[config.mk]
export PLATFORM = sky130hd
export DESIGN_NAME = go_back_n_link_engine_unit
export DESIGN_NICKNAME = d
export VERILOG_FILES = /design/src/rtl/gbn_pkg.sv /design/src/rtl/gbn_ctrl.sv /design/src/rtl/gbn_dp.sv /design/src/rtl/go_back_n_link_engine_unit.sv
export VERILOG_INCLUDE_DIRS = /design/src /design/src/rtl
export SDC_FILE = /design/constraint.sdc
export NUM_CORES = 1
export LEC_CHECK = 0
export BUFFER_PORTS_ARGS = -buffer_cell sky130_fd_sc_hd__buf_2
export CAP_MARGIN = 5
export CORE_MARGIN = 2
export CORE_UTILIZATION = 45
export CTS_CLUSTER_DIAMETER = 150
export CTS_CLUSTER_SIZE = 12
export DETAILED_ROUTE_END_ITERATION = 8
export GPL_TIMING_DRIVEN = 0
export MAX_ROUTING_LAYER = met4
export PLACE_DENSITY_LB_ADDON = 0.15
export REMOVE_ABC_BUFFERS = 1
export SYNTH_ARGS = -nofsm -noshare
export SYNTH_HDL_FRONTEND = slang
export SYNTH_SLANG_ARGS = --single-unit
[constraint.sdc]
create_clock -name clk -period 8 [get_ports clk]
set_clock_uncertainty 0.05 [all_clocks]
set_input_delay 0.8 -clock clk [delete_from_list [all_inputs] [get_ports clk]]
set_output_delay 0.8 -clock clk [all_outputs]
set_load 0.03 [all_outputs]
[src/rtl/go_back_n_link_engine_unit_defines.svh]
// ----------------------------------------------------------------------------
// go_back_n_link_engine_unit_defines
// Assertion macros used by the link engine datapath.
// ----------------------------------------------------------------------------
`ifndef GO_BACK_N_LINK_ENGINE_UNIT_DEFINES_SVH
`define GO_BACK_N_LINK_ENGINE_UNIT_DEFINES_SVH
`ifndef ASSERT_OFF
// Check a property on every clock edge outside reset.
`define GBN_ASSERT(label, prop, msg) \
    label: assert property (@(posedge clk) disable iff (!rst_n) (prop)) else $error(msg);
// Check that a condition is followed by a consequence in the next cycle.
`define GBN_ASSERT_NEXT(label, ante, cons, msg) \
    label: assert property (@(posedge clk) disable iff (!rst_n) (ante) |=> (cons)) \
        else $error(msg);
`else
`define GBN_ASSERT(label, prop, msg)
`define GBN_ASSERT_NEXT(label, ante, cons, msg)
`endif
`endif

[src/rtl/gbn_pkg.sv]
// ----------------------------------------------------------------------------
// gbn_pkg
// Constants, codes, control types and CRC helpers of the link engine.
// ----------------------------------------------------------------------------
package gbn_pkg;

    localparam int SEQ_W      = 3;
    localparam int SEQ_MOD    = 1 << SEQ_W;
    localparam logic [SEQ_W-1:0] WIN_MAX = 3'd7;
    localparam int INFO_W     = 10;
    localparam int HDR_W      = 16;
    localparam int CRC_W      = 16;
    localparam int FRAME_W    = HDR_W + CRC_W;
    localparam logic [CRC_W-1:0] CRC_POLY = 16'h1021;
    localparam int CRC_STEPS  = HDR_W / 2;
    localparam int CRC_CNT_W  = $clog2(CRC_STEPS);
    localparam int ACK_CNT_W  = SEQ_W + 1;

    localparam int TIMEOUT_W  = 16;
    localparam logic [TIMEOUT_W-1:0] TIMEOUT_RST = 16'd15;
    localparam int AGE_BITS_DEF = 16;

    localparam int FUNC_W     = 2;
    localparam int STATUS_W   = 3;
    localparam int IN_TDATA_W  = FRAME_W;
    localparam int OUT_TDATA_W = FRAME_W + INFO_W + SEQ_W + SEQ_W;
    localparam int OUT_TUSER_W = STATUS_W + 1;

    localparam logic [FUNC_W-1:0] FUNC_SEND = 2'd0;
    localparam logic [FUNC_W-1:0] FUNC_RX   = 2'd1;
    localparam logic [FUNC_W-1:0] FUNC_TICK = 2'd2;

    localparam logic [STATUS_W-1:0] ST_SENT      = 3'd0;
    localparam logic [STATUS_W-1:0] ST_WIN_FULL  = 3'd1;
    localparam logic [STATUS_W-1:0] ST_CRC_ERR   = 3'd2;
    localparam logic [STATUS_W-1:0] ST_IN_ORDER  = 3'd3;
    localparam logic [STATUS_W-1:0] ST_OUT_ORDER = 3'd4;
    localparam logic [STATUS_W-1:0] ST_TIMEOUT   = 3'd5;
    localparam logic [STATUS_W-1:0] ST_IDLE_TICK = 3'd6;

    typedef struct packed {
        logic start;
        logic crc_step;
        logic eval;
        logic rel_step;
        logic age;
        logic chk;
        logic load_out;
    } gbn_cmd_t;

    typedef struct packed {
        logic win_full;
        logic crc_last;
        logic rx_good;
        logic rel_done;
        logic out_free;
    } gbn_stat_t;

    function automatic logic [CRC_W-1:0] crc_bit(input logic [CRC_W-1:0] crc,
                                                 input logic b);
        logic [CRC_W-1:0] nxt;
        nxt = {crc[CRC_W-2:0], 1'b0};
        if (crc[CRC_W-1] ^ b)
        begin
            nxt = nxt ^ CRC_POLY;
        end
        return nxt;
    endfunction

    // Two message bits per call, higher bit first.
    function automatic logic [CRC_W-1:0] crc_step2(input logic [CRC_W-1:0] crc,
                                                   input logic [1:0] bits);
        return crc_bit(crc_bit(crc, bits[1]), bits[0]);
    endfunction

endpackage

[src/rtl/gbn_ctrl.sv]
// ----------------------------------------------------------------------------
// gbn_ctrl
// Sequencer of the link engine: steps an item through CRC, update and ack
// release or a tick through aging and check, then feeds the output register.
// ----------------------------------------------------------------------------
module gbn_ctrl
    import gbn_pkg::*;
(
    input  logic              clk,
    input  logic              rst_n,
    input  logic              s_axis_tvalid,
    output logic              s_axis_tready,
    input  logic [FUNC_W-1:0] func,
    input  gbn_stat_t         stat,
    output gbn_cmd_t          cmd
);

    localparam logic [2:0] S_IDLE = 3'd0;
    localparam logic [2:0] S_CRC  = 3'd1;
    localparam logic [2:0] S_EVAL = 3'd2;
    localparam logic [2:0] S_REL  = 3'd3;
    localparam logic [2:0] S_AGE  = 3'd4;
    localparam logic [2:0] S_CHK  = 3'd5;
    localparam logic [2:0] S_DONE = 3'd6;

    logic [2:0] state_reg;
    logic [2:0] state_next;

    always_comb
    begin
        state_next    = state_reg;
        cmd           = '0;
        s_axis_tready = 1'b0;
        case (state_reg)
            S_IDLE:
            begin
                s_axis_tready = 1'b1;
                if (s_axis_tvalid)
                begin
                    cmd.start = 1'b1;
                    case (func)
                        FUNC_SEND: state_next = stat.win_full ? S_DONE : S_CRC;
                        FUNC_RX:   state_next = S_CRC;
                        FUNC_TICK: state_next = S_AGE;
                        default:   state_next = S_DONE;
                    endcase
                end
            end
            S_CRC:
            begin
                cmd.crc_step = 1'b1;
                if (stat.crc_last)
                begin
                    state_next = S_EVAL;
                end
            end
            S_EVAL:
            begin
                cmd.eval   = 1'b1;
                state_next = stat.rx_good ? S_REL : S_DONE;
            end
            S_REL:
            begin
                if (stat.rel_done)
                begin
                    state_next = S_DONE;
                end
                else
                begin
                    cmd.rel_step = 1'b1;
                end
            end
            S_AGE:
            begin
                cmd.age    = 1'b1;
                state_next = S_CHK;
            end
            S_CHK:
            begin
                cmd.chk    = 1'b1;
                state_next = S_DONE;
            end
            S_DONE:
            begin
                // Hold the result until the output register frees up.
                if (stat.out_free)
                begin
                    cmd.load_out = 1'b1;
                    state_next   = S_IDLE;
                end
            end
            default:
            begin
                state_next = S_IDLE;
            end
        endcase
    end

    always_ff @(posedge clk or negedge rst_n)
    begin
        if (!rst_n)
        begin
            state_reg <= S_IDLE;
        end
        else
        begin
            state_reg <= state_next;
        end
    end

endmodule

[src/rtl/gbn_dp.sv]
// ----------------------------------------------------------------------------
// gbn_dp
// Datapath of the link engine: window state, slot timers, serial CRC,
// result registers and the output register.
// ----------------------------------------------------------------------------
`include "go_back_n_link_engine_unit_defines.svh"

module gbn_dp
    import gbn_pkg::*;
#(
    parameter int AGE_BITS = AGE_BITS_DEF
)
(
    input  logic                   clk,
    input  logic                   rst_n,
    input  logic                   cfg_wr_en,
    input  logic [TIMEOUT_W-1:0]   cfg_wr_data,
    input  logic [IN_TDATA_W-1:0]  s_tdata,
    input  logic [FUNC_W-1:0]      s_tuser,
    input  gbn_cmd_t               cmd,
    output gbn_stat_t              stat,
    output logic                   m_tvalid,
    input  logic                   m_tready,
    output logic [OUT_TDATA_W-1:0] m_tdata,
    output logic [OUT_TUSER_W-1:0] m_tuser
);

    localparam int CMP_W = (AGE_BITS > TIMEOUT_W) ? AGE_BITS : TIMEOUT_W;

    // window and timer state
    logic [TIMEOUT_W-1:0] timeout_reg, timeout_next;
    logic [SEQ_W-1:0]     send_seq_reg, send_seq_next;
    logic [SEQ_W-1:0]     oldest_reg, oldest_next;
    logic [SEQ_W-1:0]     expected_reg, expected_next;
    logic [SEQ_W-1:0]     fill_reg, fill_next;
    logic [INFO_W-1:0]    info_reg, info_next;
    logic [SEQ_MOD-1:0]   active_reg, active_next;
    logic [AGE_BITS-1:0]  age_reg [SEQ_MOD];
    logic [AGE_BITS-1:0]  age_next [SEQ_MOD];

    // per-item working registers
    logic [FUNC_W-1:0]    func_reg, func_next;
    logic [HDR_W-1:0]     hdr_reg, hdr_next;
    logic [CRC_W-1:0]     rx_crc_reg, rx_crc_next;
    logic [CRC_W-1:0]     crc_reg, crc_next;
    logic [HDR_W-1:0]     crc_sh_reg, crc_sh_next;
    logic [CRC_CNT_W-1:0] crc_cnt_reg, crc_cnt_next;

    logic [STATUS_W-1:0]  res_status_reg, res_status_next;
    logic                 res_txv_reg, res_txv_next;
    logic [FRAME_W-1:0]   res_frame_reg, res_frame_next;
    logic [INFO_W-1:0]    res_info_reg, res_info_next;
    logic [ACK_CNT_W-1:0] res_acked_reg, res_acked_next;

    logic                   m_valid_reg, m_valid_next;
    logic [OUT_TDATA_W-1:0] m_tdata_reg, m_tdata_next;
    logic [OUT_TUSER_W-1:0] m_tuser_reg, m_tuser_next;

    logic [HDR_W-1:0]   send_hdr;
    logic [SEQ_W-1:0]   hdr_seq;
    logic [SEQ_W-1:0]   hdr_ack;
    logic               crc_ok;
    logic               in_win;
    logic [SEQ_MOD-1:0] over;
    logic               fire;

    assign send_hdr = {send_seq_reg, SEQ_W'(expected_reg - 1'b1), info_reg};
    assign hdr_seq  = hdr_reg[HDR_W-1 -: SEQ_W];
    assign hdr_ack  = hdr_reg[HDR_W-SEQ_W-1 -: SEQ_W];
    assign crc_ok   = (crc_reg == rx_crc_reg);

    // ack lies in [oldest, send_seq) in circular order
    assign in_win = ((oldest_reg <= hdr_ack) && (hdr_ack < send_seq_reg))
                 || ((send_seq_reg < oldest_reg) && (oldest_reg <= hdr_ack))
                 || ((send_seq_reg < oldest_reg) && (hdr_ack < send_seq_reg));

    always_comb
    begin
        for (int k = 0; k < SEQ_MOD; k++)
        begin
            over[k] = active_reg[k] && (CMP_W'(age_reg[k]) >= CMP_W'(timeout_reg));
        end
    end

    assign fire = |over;

    assign stat.win_full = (fill_reg >= WIN_MAX);
    assign stat.crc_last = (crc_cnt_reg == CRC_CNT_W'(CRC_STEPS - 1));
    assign stat.rx_good  = (func_reg == FUNC_RX) && crc_ok;
    assign stat.rel_done = !in_win || res_acked_reg[ACK_CNT_W-1];
    assign stat.out_free = !m_valid_reg || m_tready;

    always_comb
    begin
        timeout_next    = timeout_reg;
        send_seq_next   = send_seq_reg;
        oldest_next     = oldest_reg;
        expected_next   = expected_reg;
        fill_next       = fill_reg;
        info_next       = info_reg;
        active_next     = active_reg;
        age_next        = age_reg;
        func_next       = func_reg;
        hdr_next        = hdr_reg;
        rx_crc_next     = rx_crc_reg;
        crc_next        = crc_reg;
        crc_sh_next     = crc_sh_reg;
        crc_cnt_next    = crc_cnt_reg;
        res_status_next = res_status_reg;
        res_txv_next    = res_txv_reg;
        res_frame_next  = res_frame_reg;
        res_info_next   = res_info_reg;
        res_acked_next  = res_acked_reg;
        m_valid_next    = m_valid_reg;
        m_tdata_next    = m_tdata_reg;
        m_tuser_next    = m_tuser_reg;

        if (cfg_wr_en)
        begin
            timeout_next = cfg_wr_data;
        end

        if (cmd.start)
        begin
            func_next    = s_tuser;
            hdr_next     = (s_tuser == FUNC_SEND) ? send_hdr : s_tdata[FRAME_W-1:CRC_W];
            rx_crc_next  = s_tdata[CRC_W-1:0];
            crc_next     = '0;
            crc_sh_next  = (s_tuser == FUNC_SEND) ? send_hdr : s_tdata[FRAME_W-1:CRC_W];
            crc_cnt_next = '0;
            res_status_next = ((s_tuser == FUNC_SEND) && stat.win_full) ? ST_WIN_FULL
                                                                        : ST_IDLE_TICK;
            res_txv_next   = 1'b0;
            res_frame_next = '0;
            res_info_next  = '0;
            res_acked_next = '0;
        end

        if (cmd.crc_step)
        begin
            crc_next     = crc_step2(crc_reg, crc_sh_reg[HDR_W-1 -: 2]);
            crc_sh_next  = {crc_sh_reg[HDR_W-3:0], 2'b00};
            crc_cnt_next = crc_cnt_reg + 1'b1;
        end

        if (cmd.eval)
        begin
            if (func_reg == FUNC_SEND)
            begin
                res_status_next = ST_SENT;
                res_txv_next    = 1'b1;
                res_frame_next  = {hdr_reg, crc_reg};
                active_next[send_seq_reg] = 1'b1;
                age_next[send_seq_reg]    = '0;
                send_seq_next = send_seq_reg + 1'b1;
                fill_next     = fill_reg + 1'b1;
                info_next     = info_reg + 1'b1;
            end
            else if (!crc_ok)
            begin
                res_status_next = ST_CRC_ERR;
            end
            else
            begin
                res_info_next = hdr_reg[INFO_W-1:0];
                if (hdr_seq == expected_reg)
                begin
                    expected_next   = expected_reg + 1'b1;
                    res_status_next = ST_IN_ORDER;
                end
                else
                begin
                    res_status_next = ST_OUT_ORDER;
                end
            end
        end

        // Release one slot per cycle while the ack still covers the oldest one.
        if (cmd.rel_step && in_win && !res_acked_reg[ACK_CNT_W-1])
        begin
            if (fill_reg != '0)
            begin
                fill_next = fill_reg - 1'b1;
            end
            active_next[oldest_reg] = 1'b0;
            age_next[oldest_reg]    = '0;
            oldest_next    = oldest_reg + 1'b1;
            res_acked_next = res_acked_reg + 1'b1;
        end

        if (cmd.age)
        begin
            for (int k = 0; k < SEQ_MOD; k++)
            begin
                if (active_reg[k] && (age_reg[k] != {AGE_BITS{1'b1}}))
                begin
                    age_next[k] = age_reg[k] + 1'b1;
                end
            end
        end

        // Go back: rewind sequence and info, drop the whole window.
        if (cmd.chk && fire)
        begin
            send_seq_next = oldest_reg;
            info_next     = info_reg - INFO_W'(fill_reg);
            fill_next     = '0;
            active_next   = '0;
            for (int k = 0; k < SEQ_MOD; k++)
            begin
                age_next[k] = '0;
            end
            res_status_next = ST_TIMEOUT;
        end

        if (cmd.load_out)
        begin
            m_valid_next = 1'b1;
            m_tdata_next = {fill_reg, res_acked_reg[SEQ_W-1:0], res_info_reg, res_frame_reg};
            m_tuser_next = {res_txv_reg, res_status_reg};
        end
        else if (m_tready)
        begin
            m_valid_next = 1'b0;
        end
    end

    always_ff @(posedge clk or negedge rst_n)
    begin
        if (!rst_n)
        begin
            timeout_reg  <= TIMEOUT_RST;
            send_seq_reg <= '0;
            oldest_reg   <= '0;
            expected_reg <= '0;
            fill_reg     <= '0;
            info_reg     <= '0;
            active_reg   <= '0;
            for (int k = 0; k < SEQ_MOD; k++)
            begin
                age_reg[k] <= '0;
            end
            func_reg      <= FUNC_SEND;
            crc_cnt_reg   <= '0;
            res_acked_reg <= '0;
            m_valid_reg   <= 1'b0;
        end
        else
        begin
            timeout_reg   <= timeout_next;
            send_seq_reg  <= send_seq_next;
            oldest_reg    <= oldest_next;
            expected_reg  <= expected_next;
            fill_reg      <= fill_next;
            info_reg      <= info_next;
            active_reg    <= active_next;
            age_reg       <= age_next;
            func_reg      <= func_next;
            crc_cnt_reg   <= crc_cnt_next;
            res_acked_reg <= res_acked_next;
            m_valid_reg   <= m_valid_next;
        end
    end

    always_ff @(posedge clk)
    begin
        hdr_reg        <= hdr_next;
        rx_crc_reg     <= rx_crc_next;
        crc_reg        <= crc_next;
        crc_sh_reg     <= crc_sh_next;
        res_status_reg <= res_status_next;
        res_txv_reg    <= res_txv_next;
        res_frame_reg  <= res_frame_next;
        res_info_reg   <= res_info_next;
        m_tdata_reg    <= m_tdata_next;
        m_tuser_reg    <= m_tuser_next;
    end

    assign m_tvalid = m_valid_reg;
    assign m_tdata  = m_tdata_reg;
    assign m_tuser  = m_tuser_reg;

    `GBN_ASSERT(a_fill_bound, fill_reg <= WIN_MAX, "window fill above maximum")
    `GBN_ASSERT(a_fill_span, SEQ_W'(send_seq_reg - oldest_reg) == fill_reg, "fill disagrees with window span")
    `GBN_ASSERT(a_load_free, !cmd.load_out || !m_valid_reg || m_tready, "result loaded over a pending beat")
    `GBN_ASSERT_NEXT(a_timeout_clear, cmd.chk && fire, fill_reg == '0 && active_reg == '0, "window not dropped on timeout")

endmodule

[src/rtl/go_back_n_link_engine_unit.sv]
// ----------------------------------------------------------------------------
// go_back_n_link_engine_unit
// Go-Back-N ARQ link engine with 3-bit sequence numbers and CRC-16 frames.
// ----------------------------------------------------------------------------
// Usage:
//   Input beats carry a command in s_axis_tuser (send, received frame, timer
//   tick) and a received frame in s_axis_tdata. Each input beat yields
//   exactly one output beat: status and tx flag in m_axis_tuser, built frame,
//   received info, released slot count and outstanding count in m_axis_tdata.
//   The engine works on one beat at a time. A send or receive runs the CRC
//   two bits a cycle over the 16-bit header, then evaluates the frame; a
//   received frame with a good CRC then releases acked slots. A send into a
//   full window or any other command goes straight to the output, and a tick
//   ages the slot timers and checks them. The next beat is accepted in the cycle
//   after the result moves to the output register.
//   The output register holds a finished beat while m_axis_tready is low;
//   the engine can accept and work one more item meanwhile, then waits.
//   Reset empties the window, zeroes all counters and timers and sets the
//   timeout to 15 ticks. Write timeout_ticks through cfg_wr_en/cfg_wr_data
//   only while the engine is idle.
// ----------------------------------------------------------------------------
module go_back_n_link_engine_unit
    import gbn_pkg::*;
#(
    parameter int AGE_BITS = AGE_BITS_DEF
)
(
    input  logic                   clk,
    input  logic                   rst_n,
    input  logic                   cfg_wr_en,
    input  logic [TIMEOUT_W-1:0]   cfg_wr_data,    // timeout_ticks
    input  logic                   s_axis_tvalid,
    output logic                   s_axis_tready,
    input  logic [IN_TDATA_W-1:0]  s_axis_tdata,   // rx_frame[31:0]
    input  logic [FUNC_W-1:0]      s_axis_tuser,   // func[1:0]
    output logic                   m_axis_tvalid,
    input  logic                   m_axis_tready,
    // tx_frame[31:0], rx_info[41:32], acked_count[44:42], outstanding[47:45]
    output logic [OUT_TDATA_W-1:0] m_axis_tdata,
    // status[2:0], tx_valid[3]
    output logic [OUT_TUSER_W-1:0] m_axis_tuser
);

    gbn_cmd_t  cmd;
    gbn_stat_t stat;

    gbn_ctrl u_ctrl (
        .clk           (clk),
        .rst_n         (rst_n),
        .s_axis_tvalid (s_axis_tvalid),
        .s_axis_tready (s_axis_tready),
        .func          (s_axis_tuser),
        .stat          (stat),
        .cmd           (cmd)
    );

    gbn_dp #(
        .AGE_BITS (AGE_BITS)
    ) u_dp (
        .clk         (clk),
        .rst_n       (rst_n),
        .cfg_wr_en   (cfg_wr_en),
        .cfg_wr_data (cfg_wr_data),
        .s_tdata     (s_axis_tdata),
        .s_tuser     (s_axis_tuser),
        .cmd         (cmd),
        .stat        (stat),
        .m_tvalid    (m_axis_tvalid),
        .m_tready    (m_axis_tready),
        .m_tdata     (m_axis_tdata),
        .m_tuser     (m_axis_tuser)
    );

endmodule
==> impl_metrics.py, run 1 <==
metrics = {
    "sta": {
        "min_period_ns": 7.17,
        "worst_hold_slack_ns": 0.220,
        "max-slew-margin-rel_pct": 13.6,
        "rsz0062_at_grt": "no",
        "maxSlewViolCount": 0,
        "finalHoldViolations": 0,
        "period_share_pct": 89.7,
        "setup_viol": 0,
        "fmax_ghz": 0.139,
        "tightest_slew_ns": 1.29,
    },
    "grt": {
        "grt_pass1_wl_mm": 77.5,
        "grt_start_max_net_pins": 100,
        "grt.overflow.total": 0,
        "grt_antenna_before_repair": 0,
        "grtUsageTotal_pct": 22.5,
        "grt_pass1_vias": 14600,
    },
    "place": {
        "gp_congestion": 0.825,
        "numPortBuffers": 108,
        "postPlaceCellArea_um2": 20300,
        "hpwl_mm": 32.6,
    },
    "worst_setup_path": {
        "cp.arrival_ns": 7.57,
        "endpoint_kind": "flip-flop",
        "reg2reg_slack_ns": 0.83,
        "worstPathRequired_ns": 8.40,
        "startpoint_type": "flip-flop",
        "critical_path_class": "flip-flop to flip-flop",
        "cp_max_fo": 86,
        "r2r-start": "u_dp.timeout_reg[15]",
        "worst-r2r-cell-count": 23,
        "reg2reg_to": "u_dp.info_reg[8]",
    },
    "yosys": {
        "synth_area_um2": 19200,
        "avgSynthCellArea_um2": 9.74,
        "ys_top_cells_by_area": "dfrtp_1 24%, edfxtp_1 18%, ha_1 11%",
        "ys_async_sr_fraction_pct": 53.6,
        "synth.distinct_cells": 76,
        "synth.ff_latch_count": 349,
        "synth_warnings": 0,
        "yosysSeqAreaShare_pct": 47.3,
        "yosys.area.top_type_share_pct": 23.9,
        "ys_top_cells_by_count": "267 x nand2_1, 183 x dfrtp_1, 179 x nor2_1",
        "synth_edf_count": 114,
        "yosysMostFrequentCell": "nand2_1",
        "synth-main-ff-cell": "dfrtp_1",
        "syn_inst": 1967,
        "yosysTopAreaCell": "dfrtp_1",
    },
    "routing": {
        "vias": 15100,
        "ant_nets": 0,
        "vias_per_cell": 5.79,
        "drt_wl_total_mm": 48.1,
        "drcViolationCount": 0,
        "drt_iter0_markers": 965,
        "wl_per_cell_um": 18.5,
        "drtPass1Iterations": 5,
    },
    "power_and_ir_drop": {
        "p_int_mw": 3.58,
        "p_seq_share_pct": 45.7,
        "vdd_ir_drop_max_v": 0.000164,
        "switchingPower_mw": 1.92,
        "pwr_density_cell_nw_per_um2": 258,
        "pwr-share-clk_pct": 28.2,
        "p_leak_nw": 8.97,
        "switching_share_pct": 34.9,
        "combPwrFrac_pct": 26.2,
    },
    "clock_tree": {
        "clkTransAtPathRegs_ns": 0.06,
        "cts_sinks": 349,
        "root_buffer": "clkbuf_16",
        "tritoncts": "yes",
        "clk_path_buf_depth": 3,
        "cts_resized": 0,
        "clk_latency_ns": 0.56,
        "cts-hold-fix-buffers": 0,
        "post_cts_buffers": 0,
        "htree_levels": 2,
        "cts_buffers": 35,
    },
    "final_layout": {
        "area_growth_pct": 11.3,
        "fin_area_um2": 21300,
        "seq_area_um2": 9070,
        "layout-drive-gt1-share_pct": 11.7,
        "n_antenna_cell": 0,
        "fin_nets": 2262,
        "fill_cells": 3861,
        "largest_register_ffs": 128,
        "multi_input_area_um2": 9560,
    },
    "floorplan": {
        "chipHeight_um": 210,
        "die_area_um2": 44300,
        "dieWidth_um": 210,
        "fp-row-count": 75,
        "coreArea_um2": 41900,
        "io_pins": 109,
        "start_util_pct": 45.7,
    },
    "job": {
        "cap_violations": 0,
    },
    "outcome": {
        "status": "complete, no violations",
    },
    "worst_hold_path": {
        "hp-class": "primary input to asynchronous set/reset pin",
    },
}
==> routing by layer <==
metal / up-vias / share of wire (%) / wire [µm] / global-route usage [%]
li1: 7371 / - / - / -
met1: 7265 / 46 / 22300 / 30.0
met2: 382 / 47 / 22400 / 36.3
met3: 63 / 5.0 / 2410 / 3.08
met4: 0 / 2.1 / 994 / 6.12
met5: - / 0 / 0 / -
==> worst max-delay path, stage by stage, from the launching register on <==
cell	delay, ns
dfrtp_1	0.37
inv_1	0.45
ha_1	0.36
a21o_1	0.16
a2bb2oi_1	0.19
o221ai_1	0.28
a221oi_1	0.42
o2111ai_1	0.35
or4_1	0.65
o21ai_2	0.69
inv_6	0.43
buf_16	0.36
nand2_1	0.16
ha_1	0.17
inv_1	0.06
fa_1	0.40
a21o_1	0.20
a21oi_1	0.24
o21bai_1	0.09
a21oi_1	0.22
o21bai_1	0.10
a21oi_1	0.20
xor2_1	0.09
o32ai_1	0.28
==> worst max-delay path by stage <==
stage | depth (start not counted) | endpoint | start | slack, ns
2_1_floorplan | 18 | u_dp.info_reg[9] | u_dp.timeout_reg[0] | 2.18
4_1_cts | 23 | u_dp.info_reg[8] | u_dp.timeout_reg[14] | 0.84
3_3_place_gp | 18 | u_dp.info_reg[9] | u_dp.timeout_reg[1] | -0.11
3_5_place_dp | 23 | u_dp.info_reg[8] | u_dp.timeout_reg[14] | 0.90
5_1_grt | 23 | u_dp.info_reg[8] | u_dp.timeout_reg[13] | 0.45
6_report | 23 | u_dp.info_reg[8] | u_dp.timeout_reg[15] | 0.83
==> through the flow <==
step | utilization, % | worst slack (ns) | power [mW] | TNS (ns) | cells
floorplan | - | 2.18 | 3.46 | 0 | 1884
global placement | 47.7 | -0.109 | 3.90 | -0.109 | 2531
detailed placement | 48.4 | 0.901 | 3.99 | 0 | 2545
CTS | 50.8 | 0.840 | 5.55 | 0 | 2604
global route | 50.8 | 0.449 | 5.82 | 0 | 2604
finish | 50.8 | 0.828 | 5.50 | 0 | 2604
==> cell type report <==
| cell class | count | area share [%] |
|---|---|---|
| multi-input combinational | 1478 | 44.8 |
| sequential | 349 | 42.5 |
| clock buffer | 55 | 4.46 |
| timing repair buffer | 122 | 3.71 |
| tap | 539 | 3.16 |
| inverter | 57 | 1.03 |
| clock inverter | 4 | 0.311 |
==> power by group through the flow <==
stage,clock network [mW],logic [mW],registers (mW)
after global placement,0,1.36,2.55
after global routing,1.66,1.61,2.56
after floorplan,0,0.864,2.59
after detailed placement,0,1.44,2.55
final,1.55,1.44,2.51
after CTS,1.59,1.45,2.51
==> placed cells by master, fill, tap and decap left out, types with 8 or more instances in the layout <==
cell | Yosys | final
a311oi_1 | 23 | 23
nand2b_1 | 20 | 20
dfrtp_1 | 183 | 183
nor3_1 | 39 | 38
nand3b_1 | 17 | 17
a211oi_1 | 9 | 9
ha_1 | 163 | 163
o21ai_0 | 125 | 125
nor2b_1 | 10 | 8
edfxtp_1 | 114 | 114
clkbuf_16 | 0 | 35
buf_2 | 13 | 107
xor2_1 | 8 | 8
a22o_1 | 16 | 16
a31oi_1 | 18 | 14
nand3_1 | 102 | 102
nand4_1 | 14 | 14
o21ai_1 | 19 | 19
or2_2 | 8 | 8
clkbuf_1 | 60 | 20
nor2_1 | 179 | 179
nor3b_1 | 13 | 12
or3_1 | 8 | 8
nor4_1 | 10 | 10
and2_1 | 20 | 20
a41oi_1 | 10 | 9
inv_1 | 56 | 55
a311oi_2 | 36 | 36
xnor2_1 | 38 | 38
o22ai_1 | 10 | 10
nor3_2 | 10 | 11
and3_1 | 47 | 47
dfxtp_1 | 48 | 48
a21o_1 | 12 | 12
nand2_1 | 267 | 265
o211ai_1 | 12 | 12
a21oi_1 | 139 | 139
==> cells by family (layout without fill, tap and decap cells) <==
kind of cell             count (synthesis)  in the layout  synth area share (%)
AND/OR/NAND/NOR                        777            777                  19.1
adder cells (fa/ha/maj)                165            165                  10.8
buffers and inverters                  140            238                  3.12
multiplexers                             7              7                 0.385
XOR/XNOR                                46             46                  2.10
flip-flops                             349            349                  47.3
AO/OA/AOI/OAI                          483            483                  17.1
No activity file was read; power rests on OpenSTA's default activity.
==> inputs of run 2 (changes only) <==
--- a/config.mk
+++ b/config.mk
@@ -6,6 +6,7 @@
 export SDC_FILE = /design/constraint.sdc
 export NUM_CORES = 1
 export LEC_CHECK = 0
+export ABC_AREA = 1
 export BUFFER_PORTS_ARGS = -buffer_cell sky130_fd_sc_hd__buf_2
 export CAP_MARGIN = 5
 export CORE_MARGIN = 2
==> run 2 against run 1 <==
Effect of this change: global-route usage is 0.52 points lower; core utilization fell by 0.68 points; worst setup slack better by 2.0 ns; register-to-register slack better by 2.0 ns; non-clock buffer count is 6 lower; critical endpoint unchanged; largest cell class unchanged; largest power group unchanged; highest routed layer unchanged.
==> impl_metrics.py, run 2 <==
metrics = {
    "clock_tree": {
        "clk_latency_ns": 0.57,
        "cts-hold-fix-buffers": 0,
        "tritoncts": "yes",
        "cts_buffers": 35,
        "post_cts_buffers": 0,
        "htree_levels": 2,
        "clkTransAtPathRegs_ns": 0.07,
        "cts_resized": 0,
        "clk_path_buf_depth": 3,
        "cts_sinks": 349,
        "root_buffer": "clkbuf_16",
    },
    "yosys": {
        "synth.ff_latch_count": 349,
        "synth_edf_count": 114,
        "synth_area_um2": 19900,
        "yosysMostFrequentCell": "nand2_1",
        "syn_inst": 2329,
        "synth-main-ff-cell": "dfrtp_1",
        "ys_async_sr_fraction_pct": 53.6,
        "yosysSeqAreaShare_pct": 45.5,
        "synth_warnings": 0,
        "yosysTopAreaCell": "dfrtp_1",
        "yosys.area.top_type_share_pct": 23.0,
        "ys_top_cells_by_count": "421 x nand2_1, 248 x inv_1, 210 x nor2_1",
        "avgSynthCellArea_um2": 8.55,
        "ys_top_cells_by_area": "dfrtp_1 23%, edfxtp_1 17%, ha_1 10%",
        "synth.distinct_cells": 55,
    },
    "sta": {
        "setup_viol": 0,
        "rsz0062_at_grt": "no",
        "finalHoldViolations": 0,
        "tightest_slew_ns": 1.24,
        "min_period_ns": 5.20,
        "fmax_ghz": 0.192,
        "maxSlewViolCount": 0,
        "max-slew-margin-rel_pct": 17.1,
        "tns_ns": 0,
        "period_share_pct": 65.0,
        "worst_hold_slack_ns": 0.178,
        "setup_slack_ns": 2.80,
    },
    "routing": {
        "vias_per_cell": 5.31,
        "vias": 16100,
        "wl_per_cell_um": 16.1,
        "drcViolationCount": 0,
        "drt_wl_total_mm": 48.7,
        "ant_nets": 0,
        "drtPass1Iterations": 6,
        "drt_iter0_markers": 870,
    },
    "final_layout": {
        "final_common_cell": "nand2_1",
        "fin_nets": 2633,
        "final_cell_mix": "421 x nand2_1, 247 x inv_1, 208 x nor2_1, 194 x nand3_1, 185 x a21oi_1",
        "n_antenna_cell": 0,
        "layout-drive-gt1-share_pct": 10.6,
        "area_growth_pct": 10.7,
        "largest_register_ffs": 128,
    },
    "worst_setup_path": {
        "slowest_delay_ns": 0.62,
        "cp.arrival_ns": 5.61,
        "critical_path_class": "flip-flop to flip-flop",
        "cpMostUsedCell": "nand2_1",
        "slowest_stage": "inv_6",
        "worst-r2r-cell-count": 31,
        "startpoint_type": "flip-flop",
        "path_depth": 31,
        "worstPathRequired_ns": 8.41,
        "path_delay_family": "simple AND/OR/NAND/NOR gates",
        "cp_max_fo": 63,
        "critPathBufInv": 3,
        "endpoint_kind": "flip-flop",
    },
    "worst_hold_path": {
        "hp-class": "primary input to asynchronous set/reset pin",
    },
    "floorplan": {
        "start_util_pct": 45.3,
        "fp-row-count": 77,
        "die_area_um2": 45900,
        "coreArea_um2": 43900,
        "dieWidth_um": 214,
        "chipHeight_um": 214,
        "io_pins": 109,
    },
    "grt": {
        "grt.overflow.total": 0,
        "grt_start_max_net_pins": 109,
        "grt_pass1_vias": 15600,
        "grt_pass1_wl_mm": 80.0,
        "grtUsageTotal_pct": 22.0,
        "grt_antenna_before_repair": 0,
    },
    "place": {
        "gp_congestion": 0.885,
        "numPortBuffers": 108,
        "post-place-ws_ns": 2.86,
        "hpwl_mm": 32.6,
    },
    "job": {
        "cap_violations": 0,
    },
    "power_and_ir_drop": {
        "p_leak_nw": 10.1,
        "vdd_ir_drop_max_v": 0.000173,
        "pwr_density_cell_nw_per_um2": 251,
    },
    "outcome": {
        "status": "complete, no violations",
    },
}
run 2: cell types whose count changed after synthesis, moves of 20 or more:
cell | before | now
inv_1 | 56 | 248
nand2_1 | 267 | 421
nand3_1 | 102 | 194
a21oi_1 | 139 | 185
and3_1 | 47 | 4
xor2_1 | 8 | 50
a311oi_2 | 36 | 0
clkbuf_1 | 60 | 28
nand4_1 | 14 | 45
nor2_1 | 179 | 210
a21oi_2 | 0 | 25
o21ai_0 | 125 | 149
a311oi_1 | 23 | 0
nand2b_1 | 20 | 0
run 2: final cells by class:
| type | count | area (µm²) |
|---|---|---|
| clock buffer | 58 | 962 |
| multi-input combinational | 1645 | 9470 |
| timing repair buffer | 116 | 748 |
| inverter | 267 | 1010 |
| clock inverter | 3 | 40.0 |
| fill | 4217 | 21900 |
| sequential | 349 | 9070 |
| tap | 592 | 741 |
run 2: worst paths after layout:
path                                             from                  to  slack (ns)
max in group asynchronous                       rst_n    u_dp.fill_reg[2]        6.71
worst min-delay path                            rst_n     u_dp.age_reg[4]        0.18
worst min register to register  u_dp.res_frame_reg[0]     u_dp.m_tdata[0]        0.38
min in group clk                      s_axis_tdata[9]  u_dp.rx_crc_reg[9]        0.37
worst max-delay path              u_dp.timeout_reg[3]    u_dp.info_reg[8]        2.80
worst max register to register    u_dp.timeout_reg[3]    u_dp.info_reg[8]        2.80
run 2: per-layer routing:
metal  wire length (µm)  GRT usage, %  part of all wire [%]
met2              22200          35.2                    46
met5                  0             -                     0
met1              22800          29.0                    47
met3               2300          2.98                   4.7
met4               1450          7.36                   3.0
run 2: logic make-up (layout without fill, tap and decap cells):
group / count (synthesis) / in the layout / share of synthesized area (%)
buf+inv: 335 / 444 / 6.96
flops: 349 / 349 / 45.5
compound gates: 417 / 417 / 11.7
xor+xnor: 78 / 78 / 3.43
mux: 1 / 1 / 0.0566
fa+ha+maj: 164 / 164 / 10.3
simple gates: 985 / 985 / 21.9
run 2: stage by stage:
step	power, mW	cell area (µm²)	utilization (%)	cells
detailed placement	4.02	21000	47.8	2968
global route	5.91	22000	50.2	3030
finish	5.54	22000	50.2	3030
floorplan	3.53	19500	-	2261
global placement	3.96	20800	47.4	2961
CTS	5.59	22000	50.1	3029
run 2: worst register-to-register path: cells and delay by family (launching register included):
kind | cells | cell delay [ns]
and+or+nand+nor | 21 | 2.07
buffers and inverters | 3 | 1.05
adders and majority gates | 3 | 0.91
DFF | 1 | 0.51
AOI/OAI and AO/OA | 3 | 0.39
xor gates and xnor gates | 1 | 0.14
run 2: power breakdown:
part           total (mW)  switching [mW]  leakage, nW  internal, mW
Sequential           2.51           0.232         3.99          2.28
Combinational        1.48            1.01         5.59         0.477
Clock                1.54           0.716        0.479         0.828
Total                5.54            1.95         10.1          3.58
